--- src/hw/rtl/assert_macros.svh ---
// Assertion macros shared by the estimator and serial unit modules.
// Each macro expects signals named clk and rst in the enclosing module.
`ifndef ASSERT_MACROS_SVH
`define ASSERT_MACROS_SVH

// Same-cycle implication, disabled during reset.
`define ASSERT_IMP(label, ante, cons) \
  label: assert property (@(posedge clk) disable iff (rst) (ante) |-> (cons)) \
    else $error("assertion failed");

// Next-cycle implication, disabled during reset.
`define ASSERT_NXT(label, ante, cons) \
  label: assert property (@(posedge clk) disable iff (rst) (ante) |=> (cons)) \
    else $error("assertion failed");

`endif

--- src/hw/rtl/sae_pkg.sv ---
// ---------------------------------------------------------------------------
// sae_pkg: swing axis angle estimator shared definitions
// Widths, the CORDIC arctangent table and the serial unit command types.
// ---------------------------------------------------------------------------
`timescale 1ns / 1ps
`default_nettype none

package sae_pkg;

  localparam int FRACTION_BITS   = 4;
  localparam int PAIR_COUNT_BITS = 16;
  localparam int SUM_BITS        = 24;
  localparam int SQSUM_BITS      = 32;
  localparam int WIDE_BITS       = 48;
  localparam int OPB_BITS        = 24;
  localparam int CORDIC_STEPS    = 24;
  localparam int ANGLE_FRAC      = 20;
  localparam int CORDIC_BITS     = 43;
  localparam int ZACC_BITS       = 29;

  localparam logic [PAIR_COUNT_BITS-1:0] PAIR_MAX = '1;
  localparam logic [15:0] THRESHOLD_RESET = 16'(100 << FRACTION_BITS);

  // atan(2^-i) in degrees, Q20
  localparam logic [26:0] ATAN_DEG_Q20 [CORDIC_STEPS] = '{
    27'd47185920, 27'd27855475, 27'd14718068, 27'd7471121,
    27'd3750058,  27'd1876857,  27'd938658,   27'd469357,
    27'd234682,   27'd117342,   27'd58671,    27'd29335,
    27'd14668,    27'd7334,     27'd3667,     27'd1833,
    27'd917,      27'd458,      27'd229,      27'd115,
    27'd57,       27'd29,       27'd14,       27'd7
  };

  // serial unit operations
  typedef logic [1:0] op_t;
  localparam op_t OP_MUL  = 2'd0;
  localparam op_t OP_DIV  = 2'd1;
  localparam op_t OP_SQRT = 2'd2;

  typedef struct packed {
    logic start;
    op_t  op;
  } unit_cmd_t;

  typedef struct packed {
    logic busy;
    logic done;
  } unit_stat_t;

endpackage

`default_nettype wire

--- src/hw/rtl/swing_axis_angle_estimator.sv ---
// ---------------------------------------------------------------------------
// swing_axis_angle_estimator: mean swing axis angle from radius peaks
// Finds radius peaks, pairs them, sums pair angles and their squares, and on
// the last sample reports the mean and spread with a bit-serial unit.
// ---------------------------------------------------------------------------
//  channel  handshake                 payload
//  cfg      cfg_write_en              cfg_write_data (radius threshold)
//  in       in_valid / in_ready       x_offset, y_offset, radius, last_sample
//  out      out_valid / out_ready     mean_angle, angle_error, pair_count,
//                                     no_pairs, count_overflow
//
//  A sample that closes no pair leaves the input ready; one that closes a pair
//  holds the input off for the 24-step CORDIC loop.
//  The last sample then runs the serial unit: two 24-bit multiplies, three
//  48-step divides and a 24-step square root.
//  Reset is synchronous; the threshold resets to 100 pixels.
//  A waiting result does not block input until the next result is due.
// ---------------------------------------------------------------------------
`timescale 1ns / 1ps
`default_nettype none
`include "assert_macros.svh"

module swing_axis_angle_estimator (
  input  wire logic               clk,
  input  wire logic               rst,
  input  wire logic               cfg_write_en,
  input  wire logic [15:0]        cfg_write_data,
  input  wire logic               in_valid,
  output logic                    in_ready,
  input  wire logic signed [15:0] x_offset,
  input  wire logic signed [15:0] y_offset,
  input  wire logic [15:0]        radius,
  input  wire logic               last_sample,
  output logic                    out_valid,
  input  wire logic               out_ready,
  output logic [7:0]              mean_angle,
  output logic [7:0]              angle_error,
  output logic [15:0]             pair_count,
  output logic                    no_pairs,
  output logic                    count_overflow
);
  import sae_pkg::*;

  localparam logic [3:0] S_IDLE = 4'd0;
  localparam logic [3:0] S_CORD = 4'd1;
  localparam logic [3:0] S_STAT = 4'd2;
  localparam logic [3:0] S_MUL1 = 4'd3;
  localparam logic [3:0] S_MUL2 = 4'd4;
  localparam logic [3:0] S_DIV1 = 4'd5;
  localparam logic [3:0] S_DIVM = 4'd6;
  localparam logic [3:0] S_SQRT = 4'd7;
  localparam logic [3:0] S_DIVE = 4'd8;
  localparam logic [3:0] S_OUT  = 4'd9;

  logic [3:0]                 state;
  logic [15:0]                threshold;
  logic [15:0]                older_radius;
  logic [15:0]                candidate_radius;
  logic signed [15:0]         candidate_x;
  logic signed [15:0]         candidate_y;
  logic [1:0]                 fill_count;
  logic                       pair_open;
  logic signed [15:0]         first_peak_x;
  logic signed [15:0]         first_peak_y;
  logic [PAIR_COUNT_BITS-1:0] pairs_seen;
  logic [SUM_BITS-1:0]        angle_sum;
  logic [SQSUM_BITS-1:0]      angle_square_sum;
  logic                       saturated_flag;
  logic                       last_pend;
  logic [WIDE_BITS-1:0]       wide;
  logic [7:0]                 res_mean;
  logic [7:0]                 res_err;

  logic                       in_take;
  logic                       emit;
  logic                       peak;
  logic                       cord_start;
  logic signed [16:0]         dx;
  logic signed [16:0]         dy;
  logic                       cord_done;
  logic [7:0]                 cord_angle;
  logic [15:0]                angle_sq;
  unit_cmd_t                  cmd;
  unit_stat_t                 stat;
  logic [WIDE_BITS-1:0]       opa_in;
  logic [OPB_BITS-1:0]        opb_in;
  logic [WIDE_BITS-1:0]       result;

  // handshakes, peak test on the pending candidate and pair deltas
  assign in_ready   = (state == S_IDLE);
  assign in_take    = in_valid && in_ready;
  assign emit       = (state == S_OUT) && (!out_valid || out_ready);
  assign peak       = (fill_count == 2'd2) && (candidate_radius > older_radius) &&
                      (candidate_radius >= radius) && (candidate_radius > threshold);
  assign cord_start = in_take && peak && pair_open;
  assign dx         = {candidate_x[15], candidate_x} - {first_peak_x[15], first_peak_x};
  assign dy         = {candidate_y[15], candidate_y} - {first_peak_y[15], first_peak_y};
  assign angle_sq   = {8'b0, cord_angle} * {8'b0, cord_angle};

  sae_cordic u_cordic (
    .clk   (clk),
    .rst   (rst),
    .start (cord_start),
    .dx    (dx),
    .dy    (dy),
    .done  (cord_done),
    .angle (cord_angle)
  );

  // issue serial unit operations in sequence
  always_comb begin
    cmd.start = 1'b0;
    cmd.op    = OP_MUL;
    opa_in    = '0;
    opb_in    = OPB_BITS'(pairs_seen);
    case (state)
      S_STAT: begin
        if (pairs_seen != '0) begin
          cmd.start = 1'b1;
          opa_in    = WIDE_BITS'(angle_square_sum);
        end
      end
      S_MUL1: begin
        cmd.start = stat.done;
        opa_in    = WIDE_BITS'(angle_sum);
        opb_in    = OPB_BITS'(angle_sum);
      end
      S_MUL2: begin
        cmd.start = stat.done;
        cmd.op    = OP_DIV;
        opa_in    = wide - result;
      end
      S_DIV1: begin
        cmd.start = stat.done;
        cmd.op    = OP_DIV;
        opa_in    = WIDE_BITS'(angle_sum);
      end
      S_DIVM: begin
        cmd.start = stat.done;
        cmd.op    = OP_SQRT;
        opa_in    = wide;
      end
      S_SQRT: begin
        cmd.start = stat.done;
        cmd.op    = OP_DIV;
        opa_in    = WIDE_BITS'(result[23:0]);
      end
      default: begin
        cmd.start = 1'b0;
      end
    endcase
  end

  sae_serial u_serial (
    .clk    (clk),
    .rst    (rst),
    .cmd    (cmd),
    .opa_in (opa_in),
    .opb_in (opb_in),
    .stat   (stat),
    .result (result)
  );

  // threshold register
  always_ff @(posedge clk) begin
    if (rst) begin
      threshold <= THRESHOLD_RESET;
    end else if (cfg_write_en) begin
      threshold <= cfg_write_data;
    end
  end

  // hold the result word until it is taken
  always_ff @(posedge clk) begin
    if (rst) begin
      out_valid <= 1'b0;
    end else if (emit) begin
      out_valid <= 1'b1;
    end else if (out_ready) begin
      out_valid <= 1'b0;
    end
  end

  // sequencer, run state and output word
  always_ff @(posedge clk) begin
    if (rst) begin
      state            <= S_IDLE;
      older_radius     <= '0;
      candidate_radius <= '0;
      candidate_x      <= '0;
      candidate_y      <= '0;
      fill_count       <= '0;
      pair_open        <= 1'b0;
      first_peak_x     <= '0;
      first_peak_y     <= '0;
      pairs_seen       <= '0;
      angle_sum        <= '0;
      angle_square_sum <= '0;
      saturated_flag   <= 1'b0;
      last_pend        <= 1'b0;
    end else begin
      case (state)
        S_IDLE: begin
          if (in_take) begin
            if (peak) begin
              if (!pair_open) begin
                first_peak_x <= candidate_x;
                first_peak_y <= candidate_y;
              end
              pair_open <= !pair_open;
            end
            older_radius     <= candidate_radius;
            candidate_radius <= radius;
            candidate_x      <= x_offset;
            candidate_y      <= y_offset;
            if (fill_count != 2'd2) fill_count <= fill_count + 2'd1;
            last_pend <= last_sample;
            if (peak && pair_open) state <= S_CORD;
            else if (last_sample)  state <= S_STAT;
          end
        end
        S_CORD: begin
          if (cord_done) begin
            if (pairs_seen >= PAIR_MAX) begin
              saturated_flag <= 1'b1;
            end else begin
              pairs_seen       <= pairs_seen + 1'b1;
              angle_sum        <= angle_sum + SUM_BITS'(cord_angle);
              angle_square_sum <= angle_square_sum + SQSUM_BITS'(angle_sq);
            end
            state <= last_pend ? S_STAT : S_IDLE;
          end
        end
        S_STAT: begin
          if (pairs_seen == '0) begin
            res_mean <= '0;
            res_err  <= '0;
            state    <= S_OUT;
          end else begin
            state <= S_MUL1;
          end
        end
        S_MUL1: begin
          if (stat.done) begin
            wide  <= result;
            state <= S_MUL2;
          end
        end
        S_MUL2: if (stat.done) state <= S_DIV1;
        S_DIV1: begin
          if (stat.done) begin
            wide  <= result;
            state <= S_DIVM;
          end
        end
        S_DIVM: begin
          if (stat.done) begin
            res_mean <= result[7:0];
            state    <= S_SQRT;
          end
        end
        S_SQRT: if (stat.done) state <= S_DIVE;
        S_DIVE: begin
          if (stat.done) begin
            res_err <= result[7:0];
            state   <= S_OUT;
          end
        end
        S_OUT: begin
          if (emit) begin
            mean_angle       <= res_mean;
            angle_error      <= res_err;
            pair_count       <= 16'(pairs_seen);
            no_pairs         <= (pairs_seen == '0);
            count_overflow   <= saturated_flag;
            older_radius     <= '0;
            candidate_radius <= '0;
            candidate_x      <= '0;
            candidate_y      <= '0;
            fill_count       <= '0;
            pair_open        <= 1'b0;
            first_peak_x     <= '0;
            first_peak_y     <= '0;
            pairs_seen       <= '0;
            angle_sum        <= '0;
            angle_square_sum <= '0;
            saturated_flag   <= 1'b0;
            last_pend        <= 1'b0;
            state            <= S_IDLE;
          end
        end
        default: state <= S_IDLE;
      endcase
    end
  end

  `ASSERT_NXT(a_cord_enters, cord_start, state == S_CORD)
  `ASSERT_IMP(a_no_pairs_zero, out_valid && no_pairs,
              mean_angle == 8'd0 && angle_error == 8'd0 && pair_count == 16'd0)
  `ASSERT_IMP(a_mean_range, out_valid, mean_angle < 8'd180 && angle_error < 8'd180)
  `ASSERT_IMP(a_fill_range, in_take, fill_count != 2'd3)

endmodule

`default_nettype wire

--- src/hw/rtl/sae_serial.sv ---
// ---------------------------------------------------------------------------
// sae_serial: bit-serial multiply, divide and square root unit
// One result bit (or one multiplier bit) per cycle through shift registers.
// ---------------------------------------------------------------------------
`timescale 1ns / 1ps
`default_nettype none
`include "assert_macros.svh"

module sae_serial (
  input  wire logic                      clk,
  input  wire logic                      rst,
  input  wire sae_pkg::unit_cmd_t        cmd,
  input  wire logic [sae_pkg::WIDE_BITS-1:0] opa_in,
  input  wire logic [sae_pkg::OPB_BITS-1:0]  opb_in,
  output sae_pkg::unit_stat_t            stat,
  output logic [sae_pkg::WIDE_BITS-1:0]  result
);
  import sae_pkg::*;

  logic                 busy;
  logic                 done;
  op_t                  op;
  logic [5:0]           cnt;
  logic [5:0]           last_cnt;
  logic [WIDE_BITS-1:0] opa;
  logic [WIDE_BITS-1:0] acc;
  logic [OPB_BITS-1:0]  opb;
  logic [26:0]          rem;

  logic [WIDE_BITS-1:0] acc_mul;
  logic [16:0]          div_sh;
  logic                 div_ge;
  logic [16:0]          div_rem;
  logic [26:0]          sq_sh;
  logic [26:0]          sq_trial;
  logic                 sq_ge;

  // iteration count per operation
  assign last_cnt = (op == OP_DIV) ? 6'd47 : 6'd23;

  // one step of each operation
  always_comb begin
    acc_mul  = opb[0] ? acc + opa : acc;
    div_sh   = {rem[15:0], opa[WIDE_BITS-1]};
    div_ge   = div_sh >= {1'b0, opb[15:0]};
    div_rem  = div_ge ? div_sh - {1'b0, opb[15:0]} : div_sh;
    sq_sh    = {rem[24:0], opa[WIDE_BITS-1:WIDE_BITS-2]};
    sq_trial = {1'b0, acc[23:0], 2'b01};
    sq_ge    = sq_sh >= sq_trial;
  end

  // advance the active operation
  always_ff @(posedge clk) begin
    if (rst) begin
      busy <= 1'b0;
      done <= 1'b0;
    end else begin
      done <= 1'b0;
      if (cmd.start) begin
        busy <= 1'b1;
        op   <= cmd.op;
        opa  <= opa_in;
        opb  <= opb_in;
        acc  <= '0;
        rem  <= '0;
        cnt  <= '0;
      end else if (busy) begin
        case (op)
          OP_MUL: begin
            acc <= acc_mul;
            opa <= {opa[WIDE_BITS-2:0], 1'b0};
            opb <= {1'b0, opb[OPB_BITS-1:1]};
          end
          OP_DIV: begin
            rem <= {11'b0, div_rem[15:0]};
            opa <= {opa[WIDE_BITS-2:0], div_ge};
          end
          OP_SQRT: begin
            rem <= sq_ge ? sq_sh - sq_trial : sq_sh;
            acc <= {acc[WIDE_BITS-2:0], sq_ge};
            opa <= {opa[WIDE_BITS-3:0], 2'b00};
          end
          default: begin
            rem <= rem;
          end
        endcase
        cnt <= cnt + 6'd1;
        if (cnt == last_cnt) begin
          busy <= 1'b0;
          done <= 1'b1;
        end
      end
    end
  end

  assign stat.busy = busy;
  assign stat.done = done;
  assign result    = (op == OP_DIV) ? opa : acc;

  `ASSERT_IMP(a_start_when_free, cmd.start, !busy)
  `ASSERT_NXT(a_start_runs, cmd.start, busy && !done)
  `ASSERT_IMP(a_done_not_busy, done, !busy)

endmodule

`default_nettype wire

--- src/hw/rtl/sae_cordic.sv ---
// ---------------------------------------------------------------------------
// sae_cordic: iterative arctangent of a peak pair
// Vectoring CORDIC, one rotation per cycle, result folded to 0..179 degrees.
// ---------------------------------------------------------------------------
`timescale 1ns / 1ps
`default_nettype none

module sae_cordic (
  input  wire logic               clk,
  input  wire logic               rst,
  input  wire logic               start,
  input  wire logic signed [16:0] dx,
  input  wire logic signed [16:0] dy,
  output logic                    done,
  output logic [7:0]              angle
);
  import sae_pkg::*;

  logic                          running;
  logic [4:0]                    step;
  logic signed [CORDIC_BITS-1:0] xr;
  logic signed [CORDIC_BITS-1:0] yr;
  logic signed [ZACC_BITS-1:0]   zr;
  logic                          sp_zero;
  logic                          sp_90;
  logic                          sp_45;
  logic                          neg;

  logic [16:0]                   ax;
  logic [16:0]                   ay;
  logic signed [CORDIC_BITS-1:0] xs;
  logic signed [CORDIC_BITS-1:0] ys;
  logic signed [ZACC_BITS-1:0]   ang;
  logic [8:0]                    deg;
  logic [7:0]                    base;

  // shift toward zero by magnitude
  function automatic logic signed [CORDIC_BITS-1:0] shr_mag(
    input logic signed [CORDIC_BITS-1:0] v,
    input logic [4:0]                    s
  );
    logic signed [CORDIC_BITS-1:0] m;
    begin
      m = (v < 0) ? -v : v;
      m = m >>> s;
      shr_mag = (v < 0) ? -m : m;
    end
  endfunction

  always_comb begin
    ax  = dx[16] ? 17'(-dx) : 17'(dx);
    ay  = dy[16] ? 17'(-dy) : 17'(dy);
    xs  = shr_mag(xr, step);
    ys  = shr_mag(yr, step);
    ang = signed'({2'b00, ATAN_DEG_Q20[step]});
  end

  // load and rotate
  always_ff @(posedge clk) begin
    if (rst) begin
      running <= 1'b0;
      done    <= 1'b0;
    end else begin
      done <= 1'b0;
      if (start) begin
        running <= 1'b1;
        step    <= '0;
        xr      <= signed'({2'b00, ax, 24'b0});
        yr      <= signed'({2'b00, ay, 24'b0});
        zr      <= '0;
        sp_zero <= (ay == 17'd0);
        sp_90   <= (ax == 17'd0) && (ay != 17'd0);
        sp_45   <= (ax == ay) && (ax != 17'd0);
        neg     <= dx[16] ^ dy[16];
      end else if (running) begin
        if (yr > 0) begin
          xr <= xr + ys;
          yr <= yr - xs;
          zr <= zr + ang;
        end else begin
          xr <= xr - ys;
          yr <= yr + xs;
          zr <= zr - ang;
        end
        if (step == 5'(CORDIC_STEPS - 1)) begin
          running <= 1'b0;
          done    <= 1'b1;
        end else begin
          step <= step + 5'd1;
        end
      end
    end
  end

  // truncate, clamp, handle exact cases and fold
  always_comb begin
    deg = zr[ZACC_BITS-1] ? 9'd0 : zr[ZACC_BITS-1:ANGLE_FRAC];
    if (deg > 9'd89) deg = 9'd89;
    if (sp_zero)     base = 8'd0;
    else if (sp_90)  base = 8'd90;
    else if (sp_45)  base = 8'd45;
    else             base = deg[7:0];
    angle = (neg && base != 8'd0) ? 8'd180 - base : base;
  end

endmodule

`default_nettype wire

--- config.mk ---
export PLATFORM = sky130hd
export DESIGN_NAME = swing_axis_angle_estimator
export DESIGN_NICKNAME = d
export VERILOG_FILES = /design/src/hw/rtl/sae_pkg.sv /design/src/hw/rtl/swing_axis_angle_estimator.sv /design/src/hw/rtl/sae_serial.sv /design/src/hw/rtl/sae_cordic.sv
export VERILOG_INCLUDE_DIRS = /design/src /design/src/hw/rtl
export SDC_FILE = /design/constraint.sdc
export NUM_CORES = 2
export LEC_CHECK = 0
export ABC_AREA = 1
export BUFFER_PORTS_ARGS = -buffer_cell sky130_fd_sc_hd__buf_4
export CAP_MARGIN = 20
export CORE_MARGIN = 3
export CORE_UTILIZATION = 42
export CTS_CLUSTER_SIZE = 25
export DETAILED_ROUTE_END_ITERATION = 16
export PLACE_DENSITY = 0.6
export SLEW_MARGIN = 20
export SYNTH_ARGS = -nofsm -noshare
export SYNTH_HDL_FRONTEND = slang
export SYNTH_SLANG_ARGS = --single-unit
--- constraint.sdc ---
create_clock -name clk -period 16.2 [get_ports clk]
set_clock_uncertainty 0.1 [all_clocks]
set_input_delay 2.43 -clock clk [delete_from_list [all_inputs] [get_ports clk]]
set_output_delay 2.43 -clock clk [all_outputs]
set_load 0.02 [all_outputs]
# Word level (Yosys, flattened, before mapping)
# Memories as Yosys holds them, arrays and structs flattened.
# Index checks and enable logic that the tools add are counted.
# word_totals
output_inout_bits,36
rom_bits,864
register_bits,573
inputBits,70
memories,1
word_cells,297
# memory_table
memory,depth,word_bits,read_ports,rd_ports_with_merged_regs,wr,line,rtl
(name not given),32,27,1,0,0,sae_cordic.sv:55,"ang = signed'({2'b00, ATAN_DEG_Q20[step]});"
# op_classes
mux,115
n_reduce_logical,59
n_bitwise,5
magnitude_cmp,11
eq_ne,34
multipliers,1
n_shift,2
add_sub_neg,25
# ops
operator,n
2-to-1 mux 43 bit,8
2-to-1 mux 48 bit,5
one-hot mux 48 bit (5 select lines),1
2-to-1 mux 16 bit,14
one-hot mux 16 bit (2 select lines),7
negation 43 bit,4
2-to-1 mux 24 bit,7
one-hot mux 48 bit (3 select lines),1
2-to-1 mux 32 bit,4
one-hot mux 48 bit (2 select lines),1
adder 43 bit,2
"less-than comparator 43 x 1 -> 1 bit, second input constant",2
>>> shifter 43 x 5 -> 43 bit,2
subtractor 43 bit,2
2-to-1 mux 41 bit,2
2-to-1 mux 8 bit,8
one-hot mux 32 bit (2 select lines),1
2-to-1 mux 29 bit,2
2-to-1 mux 27 bit,2
2-to-1 mux 25 bit,2
one-hot mux 25 bit (2 select lines),1
adder 48 bit,1
2-to-1 mux 4 bit,12
one-hot mux 24 bit (2 select lines),1
69 further kinds,160

# Logic depth before layout (Yosys ltp)
# logic_depth
word_depth,14
depth_mapped,54
ltp_nobuf,54

# Hierarchy
# From an unflattened synthesis, not the netlist that was laid out.
# hier_totals
cells_unflattened,9631
hier_area_um2,60779.5
# by_module_without_submodules
module,cells_each,area_each_um2,instances
sae_cordic,4539,25670.9,1
swing_axis_angle_estimator,2951,21037.7,1
sae_serial,2141,14071.0,1

# Worst setup path before layout
# OpenSTA, ideal clock, no wires.
# synth_timing
path_kind,input -> register
startpoint,in radius[1]
endpoint,reg u_cordic.xr[0] (enable)
path_stages,18
required_ps,15352
path_slack_ps,2553
t_arrival_ps,12799
path_cell_list,inv_1 -> ha_1 -> a21boi_0 -> o21a_1 -> o21a_1 -> o211ai_1 -> a21boi_0 -> o21ai_0 -> nand2_1 -> a21oi_1 -> o21a_1 -> nor3_1 -> inv_1 -> nor2_1 -> inv_1 -> clkbuf_1 -> clkbuf_1 -> o21ai_0
# synth_between
elab_chain_len,7
# synth_rtl
item,line,rtl
"start, declared",swing_axis_angle_estimator.sv:32,"input wire logic [15:0] radius,"
>= comparator 16 bit,swing_axis_angle_estimator.sv:94,(candidate_radius >= radius) && (candidate_radius > threshold);
logical AND 1 bit,swing_axis_angle_estimator.sv:93,assign peak = (fill_count == 2'd2) && (candidate_radius > older_radius) &&
logical AND 1 bit,swing_axis_angle_estimator.sv:94,
logical AND 1 bit (2 in series),swing_axis_angle_estimator.sv:95,assign cord_start = in_take && peak && pair_open;
nonzero test 2 bit (no line),n/a,
AND reduction 2 bit (no line),n/a,
"end signal, assigned",sae_cordic.sv:68,"xr <= signed'({2'b00, ax, 24'b0});"
"end signal, assigned",sae_cordic.sv:77,xr <= xr + ys;
"end signal, assigned",sae_cordic.sv:81,xr <= xr - ys;
"end, declared",sae_cordic.sv:21,logic signed [CORDIC_BITS-1:0] xr;
# Every way passes these cells.
# A chain may end at the register's enable or synchronous reset.

# Worst setup path after layout
# layout_timing
startpoint,reg u_cordic.zr[28]
endpoint,reg angle_square_sum[31]
# layout_between
elab_chain_len,14
word_cells_on_any_way,15
classes_between,add/sub (2); mul (1); order compare (1); mux (9); reduce/logical (2)
# layout_rtl
item,line,rtl
"start, declared",sae_cordic.sv:23,logic signed [ZACC_BITS-1:0] zr;
"start signal, assigned",sae_cordic.sv:79,zr <= zr + ang;
"start signal, assigned",sae_cordic.sv:83,zr <= zr - ang;
2-to-1 mux 8 bit (*),sae_cordic.sv:97,deg = zr[ZACC_BITS-1] ? 9'd0 : zr[ZACC_BITS-1:ANGLE_FRAC];
> comparator 9 x 7 -> 1 bit,sae_cordic.sv:98,if (deg > 9'd89) deg = 9'd89;
2-to-1 mux 8 bit (*),sae_cordic.sv:98,
2-to-1 mux 8 bit (*),sae_cordic.sv:101,else if (sp_45) base = 8'd45;
2-to-1 mux 8 bit (*),sae_cordic.sv:100,else if (sp_90) base = 8'd90;
2-to-1 mux 8 bit (*),sae_cordic.sv:99,if (sp_zero) base = 8'd0;
"parallel branches: the longest is 2 deep, another holds subtractor 8 bit",n/a,
2-to-1 mux 8 bit (*),sae_cordic.sv:103,angle = (neg && base != 8'd0) ? 8'd180 - base : base;
multiplier 8 x 8 -> 16 bit (*),swing_axis_angle_estimator.sv:98,"assign angle_sq = {8'b0, cord_angle} * {8'b0, cord_angle};"
adder 32 x 16 -> 32 bit (*),swing_axis_angle_estimator.sv:229,angle_square_sum <= angle_square_sum + SQSUM_BITS'(angle_sq);
2-to-1 mux 32 bit (*),swing_axis_angle_estimator.sv:224,if (pairs_seen >= PAIR_MAX) begin
2-to-1 mux 32 bit (*),swing_axis_angle_estimator.sv:223,if (cord_done) begin
one-hot mux 32 bit (2 select lines) (*),swing_axis_angle_estimator.sv:202,case (state)
"end signal, assigned",swing_axis_angle_estimator.sv:229,
"end, declared",swing_axis_angle_estimator.sv:67,logic [SQSUM_BITS-1:0] angle_square_sum;
# Mark *: on every way between the ends. The select of a mux whose other input is x is not followed.

==> impl_metrics.py <==
metrics = {
    "timing": {
        "drv_slew": 0,
        "worstMarginPinSlew_ns": 1.156,
        "rsz0062_at_grt": "false",
        "min_period_ns": 9.049,
        "final-setup-viol-count": 0,
        "hold_violations": 0,
        "fin_tns_setup_ns": 0,
        "timing.fmax_mhz": 110.5,
        "fin_crit_sh": 0.5586,
        "slew_headroom": 0.2221,
    },
    "setup_path": {
        "crit_top_cell": "nand2_1",
        "worst-endpoint-required_ns": 16.66,
        "startpoint_type": "register",
        "critPathCaptureType": "register",
        "rr_worst_depth": 48,
        "slowest_delay_ns": 0.56,
        "crit_fanout": 9,
        "slowest_stage": "fa_1",
        "crit_arrival_ns": 9.51,
        "path_class": "register to register",
    },
    "synth": {
        "synth_largest_area_cell": "edfxtp_1",
        "synth_edf_count": 375,
        "syn_avg_cell_area_um2": 6.687,
        "synth.ff_latch_count": 573,
        "mappedNetlistArea_um2": 57220,
        "async_flop_share": 0,
        "synth_area_leaders": "edfxtp_1 (20%), nand2_1 (14%), ha_1 (8.7%), inv_1 (7.4%), dfxtp_1 (6.9%)",
        "syn-num-nets": 9076,
        "synth-warning-count": 0,
        "synth_common_cells": "nand2_1 (2110), inv_1 (1127), nand3_1 (746)",
        "synth_cell_types": 71,
        "synth-seq-area-share": 0.2661,
        "synthFlopType": "edfxtp_1",
        "synth.most_common_cell": "nand2_1",
        "netlist.area_leader.share": 0.1968,
        "synthCells": 8558,
    },
    "drt": {
        "wirelength_mm": 185.0,
        "num_vias": 56195,
        "firstDrtPassIters": 9,
        "drc": 0,
        "drtIter0Drc": 5268,
        "via_per_inst": 5.436,
        "routedWlPerCell_um": 17.89,
        "drtAntennaViolNets": 0,
    },
    "floorplan": {
        "die_h_um": 375.1,
        "dieArea_um2": 140700,
        "num_rows": 134,
        "core_um2": 134300,
        "io_pins": 106,
        "fp.dieW_um": 375.1,
        "start_util": 0.4261,
    },
    "grt": {
        "antenna_found_initial": 2,
        "overflow": 0,
        "grt_use_met3": 0.03236,
        "top_usage_layer": "met2",
        "grt_pass1_wl_mm": 289.1,
        "grt_use_total": 0.2535,
        "met1_usage": 0.3672,
        "grt_pass1_vias": 52283,
        "grt_max_degree": 98,
        "use_met2": 0.3999,
    },
    "final_layout": {
        "drive_above_1_share": 0.07153,
        "area_growth_syn_to_layout_pct": 8.687,
        "fin_util": 0.4631,
        "num-fill-cells": 13894,
        "antenna_cells": 0,
        "final-seq-area_um2": 15220,
        "multi_input_area_um2": 36570,
        "final_net_count": 9027,
    },
    "power_and_ir_drop": {
        "ir_drop_mv": 0.2171,
        "power_density_nw_per_um2": 109.2,
        "p_leak_nw": 28.85,
        "power_mw": 6.792,
    },
    "placement": {
        "dpl.hpwl_mm": 143.4,
        "gp_congestion": 0.9417,
        "port_buffers": 105,
    },
    "worst_hold_path": {
        "hold_class": "register to register",
        "hold_path_depth": 0,
    },
    "cts": {
        "post-cts-setup-buffer-count": 0,
        "clk_pin_slew_worst_paths_ns": 0.07,
        "insertion_delay_ns": 0.70,
        "numClockSinks": 573,
        "root_buffer": "clkbuf_16",
        "numCtsBuffers": 74,
        "cts_max_level": 3,
        "cts_hold_buffers": 0,
        "cts_resized": 0,
        "cts_tree": "built",
        "clock_tree.buffer_depth": 3,
    },
    "run": {
        "drv_cap": 0,
    },
    "run_status": {
        "status": "finished, final reports clean",
    },
}
-- where the power goes --
group          switching (mW)  total (mW)  internal, mW
logic                    2.28        3.25         0.971
registers              0.0839        1.78          1.69
clock network           0.746        1.77          1.02
-- cell usage in the layout (no fill, tap or decap), types with 78 or more instances in the layout --
cell type     n
nand2_1    2108
inv_1      1120
nand3_1     745
nor2_1      715
a21oi_1     678
o21ai_0     465
ha_1        399
edfxtp_1    375
xor2_1      239
dfxtp_1     198
buf_4       163
xnor2_1     122
o22ai_1      99
nand4_1      78
-- sequential cells by signal (all words and copies together) (netlist names), 24 cells and up --
| register | cells |
|---|---|
| u_serial.acc | 48 |
| u_cordic.yr | 43 |
| angle_sum | 24 |
| u_serial.opa | 48 |
| u_cordic.xr | 43 |
| wide | 48 |
| u_cordic.zr | 29 |
| u_serial.rem | 25 |
| angle_square_sum | 32 |
| u_serial.opb | 24 |
-- final timing paths --
check / startpoint / slack [ns] / to
min reg2reg: res_mean[2] / 0.32 / mean_angle[2]
max reg2reg: u_cordic.zr[28] / 7.15 / angle_square_sum[31]
max: u_cordic.zr[28] / 7.15 / angle_square_sum[31]
min: res_mean[2] / 0.32 / mean_angle[2]
-- metrics by stage --
| step | area, um^2 | hold slack [ns] | setup WS [ns] | instances |
|---|---|---|---|---|
| 2_1_floorplan | 57220 | 0.3003 | 2.553 | 8558 |
| 3_3_place_gp | 59610 | 0.3028 | 7.274 | 10201 |
| 3_5_place_dp | 59610 | 0.3045 | 7.275 | 10201 |
| 4_1_cts | 62190 | 0.3189 | 7.190 | 10338 |
| 5_1_grt | 62190 | 0.3221 | 6.021 | 10338 |
| 6_report | 62190 | 0.3165 | 7.151 | 10338 |
-- kinds of logic after synthesis --
family,share of synthesized area
xor+xnor,0.05593
flops,0.2661
simple gates,0.3116
mux,0.001268
fa+ha+maj,0.1043
buf+inv,0.09715
compound gates,0.1638
-- layout make-up --
class,count,area share
multi-input combinational,6531,0.5880
sequential,573,0.2448
inverter,1166,0.07043
tap,1768,0.03557
clock buffer,102,0.03442
timing repair buffer,163,0.01967
clock inverter,35,0.007122
-- critical path: cells and delay by family, from the launching register on --
kind	cells	cell delay [ns]
compound gates	9	1.91
simple gates	24	2.88
fa+ha+maj	6	2.56
buf+inv	9	1.03
flops	1	0.42
-- layer usage --
layer	share of wire	wire length (um)	vias up
met1	0.48	88680	25900
met2	0.44	80650	1615
li1	-	-	28451
met3	0.062	11430	229
met4	0.023	4227	0
met5	0	0	-
No activity file was read; power rests on OpenSTA's default activity.
